**config.mk**
```make
export PLATFORM = sky130hd
export DESIGN_NAME = wrt_codeword_index_decoder_top
export DESIGN_NICKNAME = d
export VERILOG_FILES = /design/src/rtl/wrtcid_pkg.sv /design/src/rtl/wrtcid_step.sv /design/src/rtl/wrt_codeword_index_decoder_top.sv
export SDC_FILE = /design/constraint.sdc
export NUM_CORES = 1
export LEC_CHECK = 0
export BUFFER_PORTS_ARGS = -buffer_cell sky130_fd_sc_hd__clkbuf_2
export CAP_MARGIN = 20
export CORE_MARGIN = 1.5
export CORE_UTILIZATION = 45
export CTS_BUF_LIST = sky130_fd_sc_hd__clkbuf_8 sky130_fd_sc_hd__clkbuf_16
export DETAILED_ROUTE_END_ITERATION = 6
export SKIP_LAST_GASP = 1
export SYNTH_ARGS = -nofsm -noshare
export SYNTH_HDL_FRONTEND = slang
export SYNTH_SLANG_ARGS = --single-unit
```
**constraint.sdc**
```tcl
create_clock -name clk_i -period 8.69 [get_ports clk_i]
set_input_delay 0 -clock clk_i [delete_from_list [all_inputs] [get_ports clk_i]]
set_output_delay 0 -clock clk_i [all_outputs]
set_load 0.01 [all_outputs]
```
**src/rtl/wrtcid_pkg.sv**
```systemverilog
package wrtcid_pkg;

  // Field widths
  localparam int IDX_W    = 20;
  localparam int BYTE_W   = 8;
  localparam int STATUS_W = 4;
  localparam int LEVEL_W  = 3;
  localparam int SYM_W    = 7;

  // Width of the index arithmetic: wide enough for the largest level-four
  // product at the largest allowed level sizes.
  localparam int WIDE_W = 28;

  // Codeword level sizes
  localparam int LEVEL1_SIZE = 64;
  localparam int LEVEL2_SIZE = 32;
  localparam int LEVEL3_SIZE = 16;

  localparam logic [WIDE_W-1:0] L1    = WIDE_W'(LEVEL1_SIZE);
  localparam logic [WIDE_W-1:0] P12   = WIDE_W'(LEVEL1_SIZE + LEVEL2_SIZE);
  localparam logic [WIDE_W-1:0] P123  = WIDE_W'(LEVEL1_SIZE + LEVEL2_SIZE + LEVEL3_SIZE);
  localparam logic [WIDE_W-1:0] S12   = WIDE_W'(LEVEL1_SIZE * LEVEL2_SIZE);
  localparam logic [WIDE_W-1:0] S123  = WIDE_W'(LEVEL1_SIZE * LEVEL2_SIZE * LEVEL3_SIZE);
  localparam logic [WIDE_W-1:0] BASE3 = WIDE_W'(LEVEL1_SIZE * LEVEL2_SIZE + LEVEL1_SIZE);
  localparam logic [WIDE_W-1:0] BASE4 = WIDE_W'(LEVEL1_SIZE * LEVEL2_SIZE * LEVEL3_SIZE
                                               + LEVEL1_SIZE * LEVEL2_SIZE + LEVEL1_SIZE);
  localparam logic [WIDE_W-1:0] IDX_MAX = WIDE_W'(20'hFFFFF);

  // Control bytes of the stream
  localparam logic [BYTE_W-1:0] FIRST_UPPER_BYTE = 8'd1;
  localparam logic [BYTE_W-1:0] UPPER_WORD_BYTE  = 8'd2;
  localparam logic [BYTE_W-1:0] ESC_BYTE         = 8'd3;
  localparam logic [BYTE_W-1:0] UTF_UPPER_BYTE   = 8'd4;

  // Decoder level codes
  localparam logic [LEVEL_W-1:0] LVL_IDLE  = 3'd0;
  localparam logic [LEVEL_W-1:0] LVL_ONE   = 3'd1;
  localparam logic [LEVEL_W-1:0] LVL_TWO   = 3'd2;
  localparam logic [LEVEL_W-1:0] LVL_THREE = 3'd3;
  localparam logic [LEVEL_W-1:0] LVL_ESC   = 3'd4;

  // Result status codes
  localparam logic [STATUS_W-1:0] ST_PASS        = 4'd0;
  localparam logic [STATUS_W-1:0] ST_WAIT2       = 4'd1;
  localparam logic [STATUS_W-1:0] ST_WAIT3       = 4'd2;
  localparam logic [STATUS_W-1:0] ST_WAIT4       = 4'd3;
  localparam logic [STATUS_W-1:0] ST_WORD        = 4'd4;
  localparam logic [STATUS_W-1:0] ST_FIRST_UPPER = 4'd5;
  localparam logic [STATUS_W-1:0] ST_UPPER_WORD  = 4'd6;
  localparam logic [STATUS_W-1:0] ST_ESCAPED     = 4'd7;
  localparam logic [STATUS_W-1:0] ST_UTF_UPPER   = 4'd8;
  localparam logic [STATUS_W-1:0] ST_BAD_INDEX   = 4'd9;

  typedef struct packed {
    logic [LEVEL_W-1:0] level;
    logic [IDX_W-1:0]   partial;
    logic               corrupt;
  } state_t;

  typedef struct packed {
    logic [STATUS_W-1:0] status;
    logic [IDX_W-1:0]    word_number;
    logic [BYTE_W-1:0]   out_byte;
  } result_t;

endpackage

```
**src/rtl/wrtcid_step.sv**
```systemverilog
module wrtcid_step (
  input  logic [wrtcid_pkg::BYTE_W-1:0] in_byte_i,
  input  logic [wrtcid_pkg::IDX_W-1:0]  dict_size_i,
  input  wrtcid_pkg::state_t            state_i,
  output wrtcid_pkg::state_t            state_o,
  output wrtcid_pkg::result_t           result_o
);

  localparam int WW = wrtcid_pkg::WIDE_W;

  function automatic logic [wrtcid_pkg::IDX_W-1:0] clamp_idx(input logic [WW-1:0] v);
    clamp_idx = (v > wrtcid_pkg::IDX_MAX) ? wrtcid_pkg::IDX_MAX[wrtcid_pkg::IDX_W-1:0]
                                          : v[wrtcid_pkg::IDX_W-1:0];
  endfunction

  logic [wrtcid_pkg::SYM_W-1:0] sym;
  logic [WW-1:0] sym_w;
  logic [WW-1:0] d_w;
  logic          lt_l1;
  logic          lt_p12;
  logic          lt_p123;
  logic [WW-1:0] prod_a;
  logic [WW-1:0] prod_b;
  logic [WW-1:0] prod_c;
  logic          do_finish;
  logic [WW-1:0] fin_idx;

  // Non-symbol bytes count as symbol zero
  assign sym     = in_byte_i[7] ? in_byte_i[wrtcid_pkg::SYM_W-1:0] : '0;
  assign sym_w   = WW'(sym);
  assign d_w     = WW'(state_i.partial);
  assign lt_l1   = sym_w < wrtcid_pkg::L1;
  assign lt_p12  = sym_w < wrtcid_pkg::P12;
  assign lt_p123 = sym_w < wrtcid_pkg::P123;

  // Constant multiplies; only the one picked by the range compares is used
  assign prod_a = wrtcid_pkg::L1   * (sym_w - wrtcid_pkg::L1);
  assign prod_b = wrtcid_pkg::S12  * (sym_w - wrtcid_pkg::P12);
  assign prod_c = wrtcid_pkg::S123 * (sym_w - wrtcid_pkg::P123);

  always_comb begin
    state_o   = state_i;
    result_o  = '0;
    do_finish = 1'b0;
    fin_idx   = '0;

    unique case (state_i.level)
      wrtcid_pkg::LVL_ESC: begin
        state_o.level     = wrtcid_pkg::LVL_IDLE;
        state_o.partial   = '0;
        result_o.status   = wrtcid_pkg::ST_ESCAPED;
        result_o.out_byte = in_byte_i;
      end
      wrtcid_pkg::LVL_ONE: begin
        if (lt_l1) begin
          do_finish = 1'b1;
          fin_idx   = d_w + sym_w + wrtcid_pkg::L1;
        end else begin
          state_o.partial = clamp_idx(lt_p12 ? (d_w + prod_a) : (d_w + prod_b));
          state_o.level   = wrtcid_pkg::LVL_TWO;
          result_o.status = wrtcid_pkg::ST_WAIT3;
        end
      end
      wrtcid_pkg::LVL_TWO: begin
        if (lt_l1) begin
          do_finish = 1'b1;
          fin_idx   = d_w + sym_w + wrtcid_pkg::BASE3;
        end else begin
          state_o.partial = clamp_idx(lt_p12 ? (d_w + prod_a) : d_w);
          state_o.level   = wrtcid_pkg::LVL_THREE;
          result_o.status = wrtcid_pkg::ST_WAIT4;
        end
      end
      wrtcid_pkg::LVL_THREE: begin
        do_finish = 1'b1;
        fin_idx   = d_w + (lt_l1 ? sym_w : '0) + wrtcid_pkg::BASE4;
      end
      default: begin
        // Idle; unused level codes behave as idle too
        state_o.level = wrtcid_pkg::LVL_IDLE;
        if (state_i.corrupt) begin
          result_o.out_byte = in_byte_i;
        end else if (in_byte_i == wrtcid_pkg::ESC_BYTE) begin
          state_o.level   = wrtcid_pkg::LVL_ESC;
          state_o.partial = '0;
        end else if (in_byte_i == wrtcid_pkg::FIRST_UPPER_BYTE) begin
          state_o.partial = '0;
          result_o.status = wrtcid_pkg::ST_FIRST_UPPER;
        end else if (in_byte_i == wrtcid_pkg::UPPER_WORD_BYTE) begin
          state_o.partial = '0;
          result_o.status = wrtcid_pkg::ST_UPPER_WORD;
        end else if (in_byte_i == wrtcid_pkg::UTF_UPPER_BYTE) begin
          state_o.partial = '0;
          result_o.status = wrtcid_pkg::ST_UTF_UPPER;
        end else if (in_byte_i[7]) begin
          if (lt_l1) begin
            do_finish = 1'b1;
            fin_idx   = sym_w;
          end else begin
            state_o.partial = clamp_idx(lt_p12 ? prod_a : (lt_p123 ? prod_b : prod_c));
            state_o.level   = wrtcid_pkg::LVL_ONE;
            result_o.status = wrtcid_pkg::ST_WAIT2;
          end
        end else begin
          state_o.partial   = '0;
          result_o.out_byte = in_byte_i;
        end
      end
    endcase

    // Close the codeword and range-check the entry number
    if (do_finish) begin
      state_o.level   = wrtcid_pkg::LVL_IDLE;
      state_o.partial = '0;
      if (fin_idx < WW'(dict_size_i)) begin
        result_o.status      = wrtcid_pkg::ST_WORD;
        result_o.word_number = fin_idx[wrtcid_pkg::IDX_W-1:0] + wrtcid_pkg::IDX_W'(1);
      end else begin
        state_o.corrupt = 1'b1;
        result_o.status = wrtcid_pkg::ST_BAD_INDEX;
      end
    end
  end

endmodule

```
**src/rtl/wrt_codeword_index_decoder_top.sv**
```systemverilog
// Codeword index decoder for a word-replaced text stream. Each input beat is
// one stream byte; each byte yields exactly one result beat carrying a status,
// a 1-based dictionary entry number (for status word) and an echoed byte (for
// pass-through and escaped bytes). Bytes 128..255 are codeword symbols that
// build the entry number over up to four bytes; bytes 1, 2 and 4 are case
// flags, byte 3 escapes the following byte, and an entry number above the
// dictionary size reports a bad index and sets a sticky corrupt flag that
// makes later idle bytes pass through until reset. The block takes one byte
// per cycle while its results are taken: an input register feeds a
// single-pass decode (range compares, one constant multiply-add and the
// dictionary size compare), whose outcome lands in the result register while
// the decoder state advances in the same cycle. The result register lets a new
// byte enter while the previous result waits for out_ready_i. Write the
// dictionary size only while no beat is in flight.
module wrt_codeword_index_decoder_top (
  input  logic                              clk_i,
  input  logic                              rst_ni,
  input  logic                              in_valid_i,
  output logic                              in_ready_o,
  input  logic [wrtcid_pkg::BYTE_W-1:0]     in_byte_i,
  output logic                              out_valid_o,
  input  logic                              out_ready_i,
  output logic [wrtcid_pkg::STATUS_W-1:0]   status_o,
  output logic [wrtcid_pkg::IDX_W-1:0]      word_number_o,
  output logic [wrtcid_pkg::BYTE_W-1:0]     out_byte_o,
  input  logic                              dict_size_we_i,
  input  logic [wrtcid_pkg::IDX_W-1:0]      dict_size_i
);

  logic                          in_valid_q;
  logic [wrtcid_pkg::BYTE_W-1:0] in_byte_q;
  logic                          out_valid_q;
  wrtcid_pkg::result_t           result_q;
  wrtcid_pkg::result_t           step_res;
  wrtcid_pkg::state_t            state_q;
  wrtcid_pkg::state_t            state_d;
  logic [wrtcid_pkg::IDX_W-1:0]  dict_size_q;
  logic                          out_adv;
  logic                          step_adv;

  // Result register frees up when empty or being taken this cycle
  assign out_adv    = !out_valid_q || out_ready_i;
  // Decode the buffered byte when its result has somewhere to go
  assign step_adv   = in_valid_q && out_adv;
  assign in_ready_o = !in_valid_q || out_adv;

  wrtcid_step u_step (
    .in_byte_i   (in_byte_q),
    .dict_size_i (dict_size_q),
    .state_i     (state_q),
    .state_o     (state_d),
    .result_o    (step_res)
  );

  // Control: beat valids, decoder state and the dictionary size register
  always_ff @(posedge clk_i or negedge rst_ni) begin
    if (!rst_ni) begin
      in_valid_q  <= 1'b0;
      out_valid_q <= 1'b0;
      state_q     <= '0;
      dict_size_q <= '0;
    end else begin
      if (in_ready_o) begin
        in_valid_q <= in_valid_i;
      end
      if (out_adv) begin
        out_valid_q <= in_valid_q;
      end
      // Advance decoder state only as a byte is consumed
      if (step_adv) begin
        state_q <= state_d;
      end
      if (dict_size_we_i) begin
        dict_size_q <= dict_size_i;
      end
    end
  end

  // Payload: capture the incoming byte and hold the result while stalled
  always_ff @(posedge clk_i) begin
    if (in_valid_i && in_ready_o) begin
      in_byte_q <= in_byte_i;
    end
    if (step_adv) begin
      result_q <= step_res;
    end
  end

  assign out_valid_o   = out_valid_q;
  assign status_o      = result_q.status;
  assign word_number_o = result_q.word_number;
  assign out_byte_o    = result_q.out_byte;

`ifndef NO_ASSERTIONS
  // A bad index must raise the corrupt flag
  a_bad_sets_corrupt: assert property (@(posedge clk_i) disable iff (!rst_ni)
    (step_adv && step_res.status == wrtcid_pkg::ST_BAD_INDEX) |=> state_q.corrupt)
    else $error("bad index did not set corrupt flag");

  // The corrupt flag clears only on reset
  a_corrupt_sticky: assert property (@(posedge clk_i) disable iff (!rst_ni)
    state_q.corrupt |=> state_q.corrupt)
    else $error("corrupt flag cleared without reset");

  // Entry number is zero unless a word is reported
  a_number_only_on_word: assert property (@(posedge clk_i) disable iff (!rst_ni)
    (out_valid_q && status_o != wrtcid_pkg::ST_WORD) |-> (word_number_o == '0))
    else $error("word number set on non-word result");

  // A reported word lies within the loaded dictionary
  a_word_in_range: assert property (@(posedge clk_i) disable iff (!rst_ni)
    (step_adv && step_res.status == wrtcid_pkg::ST_WORD) |->
      (step_res.word_number != '0 && step_res.word_number <= dict_size_q))
    else $error("word number out of range");
`endif

endmodule
```
==> out/metrics.yaml <==
layout:
  fin_nets: 1203
  instances_no_fill: 1358
  antenna_cells: 0
  area_growth_pct: 11.8
  drive_gt1_frac: 0.116
  fin_area_um2: 9660
floorplanning:
  rows: 50
  coreArea_um2: 18800
  start_util: 0.460
  ios: 67
  die_area_um2: 20000
  die_width_um: 142
  die_y_um: 142
min_path:
  hold_start: "dict_size_we_i"
  whs_endpoint: "dict_size_q[5]"
  hold_class: "in2reg"
  hold_depth: 3
worst_setup_path:
  r2r.worst_path.cells: 25
  reg2reg_to: "word_number_o[8]"
  critPathKind: "reg2reg"
  r2r_slack_ps: 1560
  crit_path_end_kind: "register"
  start_kind: "register"
  crit_required_ps: 8870
  critPathArrivalTime_ps: 7310
  r2r-start: "in_byte_q[7]"
  critPathMaxFanout: 26
timing:
  fin_tns_setup_ps: 0
  hold_viol_final: 0
  worst_pin_slew_ps: 908
  relSlewSlack: 0.395
  finalClockSkew_ps: 14.6
  timing.final.crit_period_ps: 7130
  setup_viol: 0
  post-route-period-util: 0.820
  final_max_slew_viol_count: 0
  rsz0062_at_grt: "no"
  fmax_mhz: 140
global_routing:
  grt_max_degree: 42
  grt_first_pass_wirelength_mm: 43.9
  track_usage: 0.280
  overflow: 0
  antenna_found_initial: 0
  grt_pass1_vias: 7930
cts:
  cts_setup_buffers: 0
  cts_root_buffer: "clkbuf_16"
  cts_buffers: 9
  clk_latency_ps: 360
  clock_tree.buffer_depth: 2
  cts_sinks: 81
  cts_tree: "built"
  post_cts_resized: 0
  ctsHoldBuffers: 32
  clkTransAtPathRegs_ps: 70
  htree_num_levels: 3
pwr:
  p_total_mw: 2.58
  power_density_nw_per_um2: 268
  vdd_drop_max_mv: 0.150
  leakagePower_nw: 3.90
synthesis:
  synthArstFlopShare: 0.506
  synth-edff-count: 40
  synth_top_area_share: 0.139
  synth_cell_type_count: 102
  ys_ff_latch: 81
  yosysMostFrequentCell: "nand2_1"
  syn_nets: 1155
  synth.largest_area_cell: "edfxtp_1"
  syn-instance-count: 1071
  syn_area_per_cell_um2: 8.06
  synth_common_cells: "108 x nand2_1, 78 x a21oi_1, 71 x nor2_1, 68 x o21ai_0, 57 x xnor2_1"
  ys_warn_count: 0
  synth_area_leaders: "edfxtp_1 14%, dfrtp_1 12%, ha_1 7.2%, xnor2_1 5.8%, nand2_1 4.7%"
  ys_seq_area_frac: 0.258
  syn_area_um2: 8640
  synthFlopType: "dfrtp_1"
placement:
  port_buffers: 66
  dp.cells: 1309
  gp_congestion: 0.932
  placed_area_um2: 8970
  hpwlAfterDp_mm: 20.9
job:
  drv_cap: 0
route:
  avgRoutedWirePerCell_um: 20.9
  drc: 0
  drt.antenna.violating_nets: 0
  drt-pass1-iter-count: 5
  via_count: 8651
  drtIter0Drc: 784
  routed_wl_mm: 28.4
  viasPerCell: 6.37
outcome:
  status: "finished clean"
==> flip-flops by register name, summed over array words and instances (netlist names) <==
register	count
dict_size_q	20
out_valid_o	1
status_o	4
state_q	19
out_byte_o	8
in_byte_q	8
in_valid_q	1
word_number_o	20
==> through the flow <==
| stage | utilization | hold WS [ps] | worst slack [ps] |
|---|---|---|---|
| after floorplan | - | -296 | 2580 |
| after global placement | 0.478 | 143 | 1930 |
| after detailed placement | 0.478 | 129 | 1670 |
| after CTS | 0.514 | 291 | 1660 |
| after global routing | 0.515 | 357 | 1040 |
| final | 0.515 | 291 | 1560 |
==> power by group <==
part	total (mW)	switching (mW)	internal (mW)
Clock	0.470	0.170	0.300
Combinational	1.44	0.893	0.545
Sequential	0.677	0.188	0.489
Total	2.58	1.25	1.33
==> worst max-delay path: stages, from the launching register on <==
cell and delay (ps):
edfxtp_1 910, buf_4 360, and2_1 200, ha_1 210
ha_1 300, a21oi_1 120, o211ai_2 290, a21oi_1 180
xnor2_1 270, ha_1 260, nand2_1 90, nor3_1 300
o31ai_1 140, or3_1 490, maj3_2 330, o22a_1 200
or2_1 260, ha_1 180, a21o_1 170, a21o_1 170
a21oi_1 190, o211ai_1 100, o21ai_0 220, nand4_1 170
or2_1 520, nor3_1 300
==> per-layer routing <==
metal / routed length [um] / track usage / vias to the layer above
li1: - / - / 4100
met1: 12500 / 0.377 / 4066
met2: 12900 / 0.456 / 430
met3: 2220 / 0.0395 / 55
met4: 784 / 0.107 / 0
met5: 0 / 0 / -
==> kinds of logic after synthesis <==
group           Yosys count  share of synthesized area
buf+inv                 119                     0.0613
fa+ha+maj                56                     0.0807
flops                    81                      0.258
mux                      12                     0.0152
simple gates            361                      0.216
compound gates          370                      0.295
xor+xnor                 72                     0.0746
==> worst max-delay path by stage <==
stage	start	end	slack (ps)	cells after the start
5_1_grt	in_byte_q[7]	word_number_o[12]	1040	25
6_report	in_byte_q[7]	word_number_o[8]	1560	25
4_1_cts	in_byte_q[7]	word_number_o[8]	1660	25
3_5_place_dp	in_byte_q[7]	word_number_o[8]	1670	25
2_1_floorplan	in_byte_q[7]	word_number_o[4]	2580	31
3_3_place_gp	in_byte_q[7]	word_number_o[19]	1930	26
==> layout make-up <==
class	instances	area (um2)
Multi-Input combinational cell	871	5880
Timing Repair Buffer	106	708
Sequential cell	81	2230
Clock inverter	6	114
Inverter	50	188
Clock buffer	10	250
Fill cell	1797	9110
Tap cell	234	293
==> cell usage in the layout (no fill, tap or decap), drive strengths merged, types with 33 or more instances in the layout <==
cell type and n:
o21ai 74, xnor2 57, nor2 73, o211ai 33
nand2 108, nor3 40, dfrtp 41, a21oi 80
inv 52, ha 50, clkbuf 77, edfxtp 40
(Power assumes the default switching activity.)
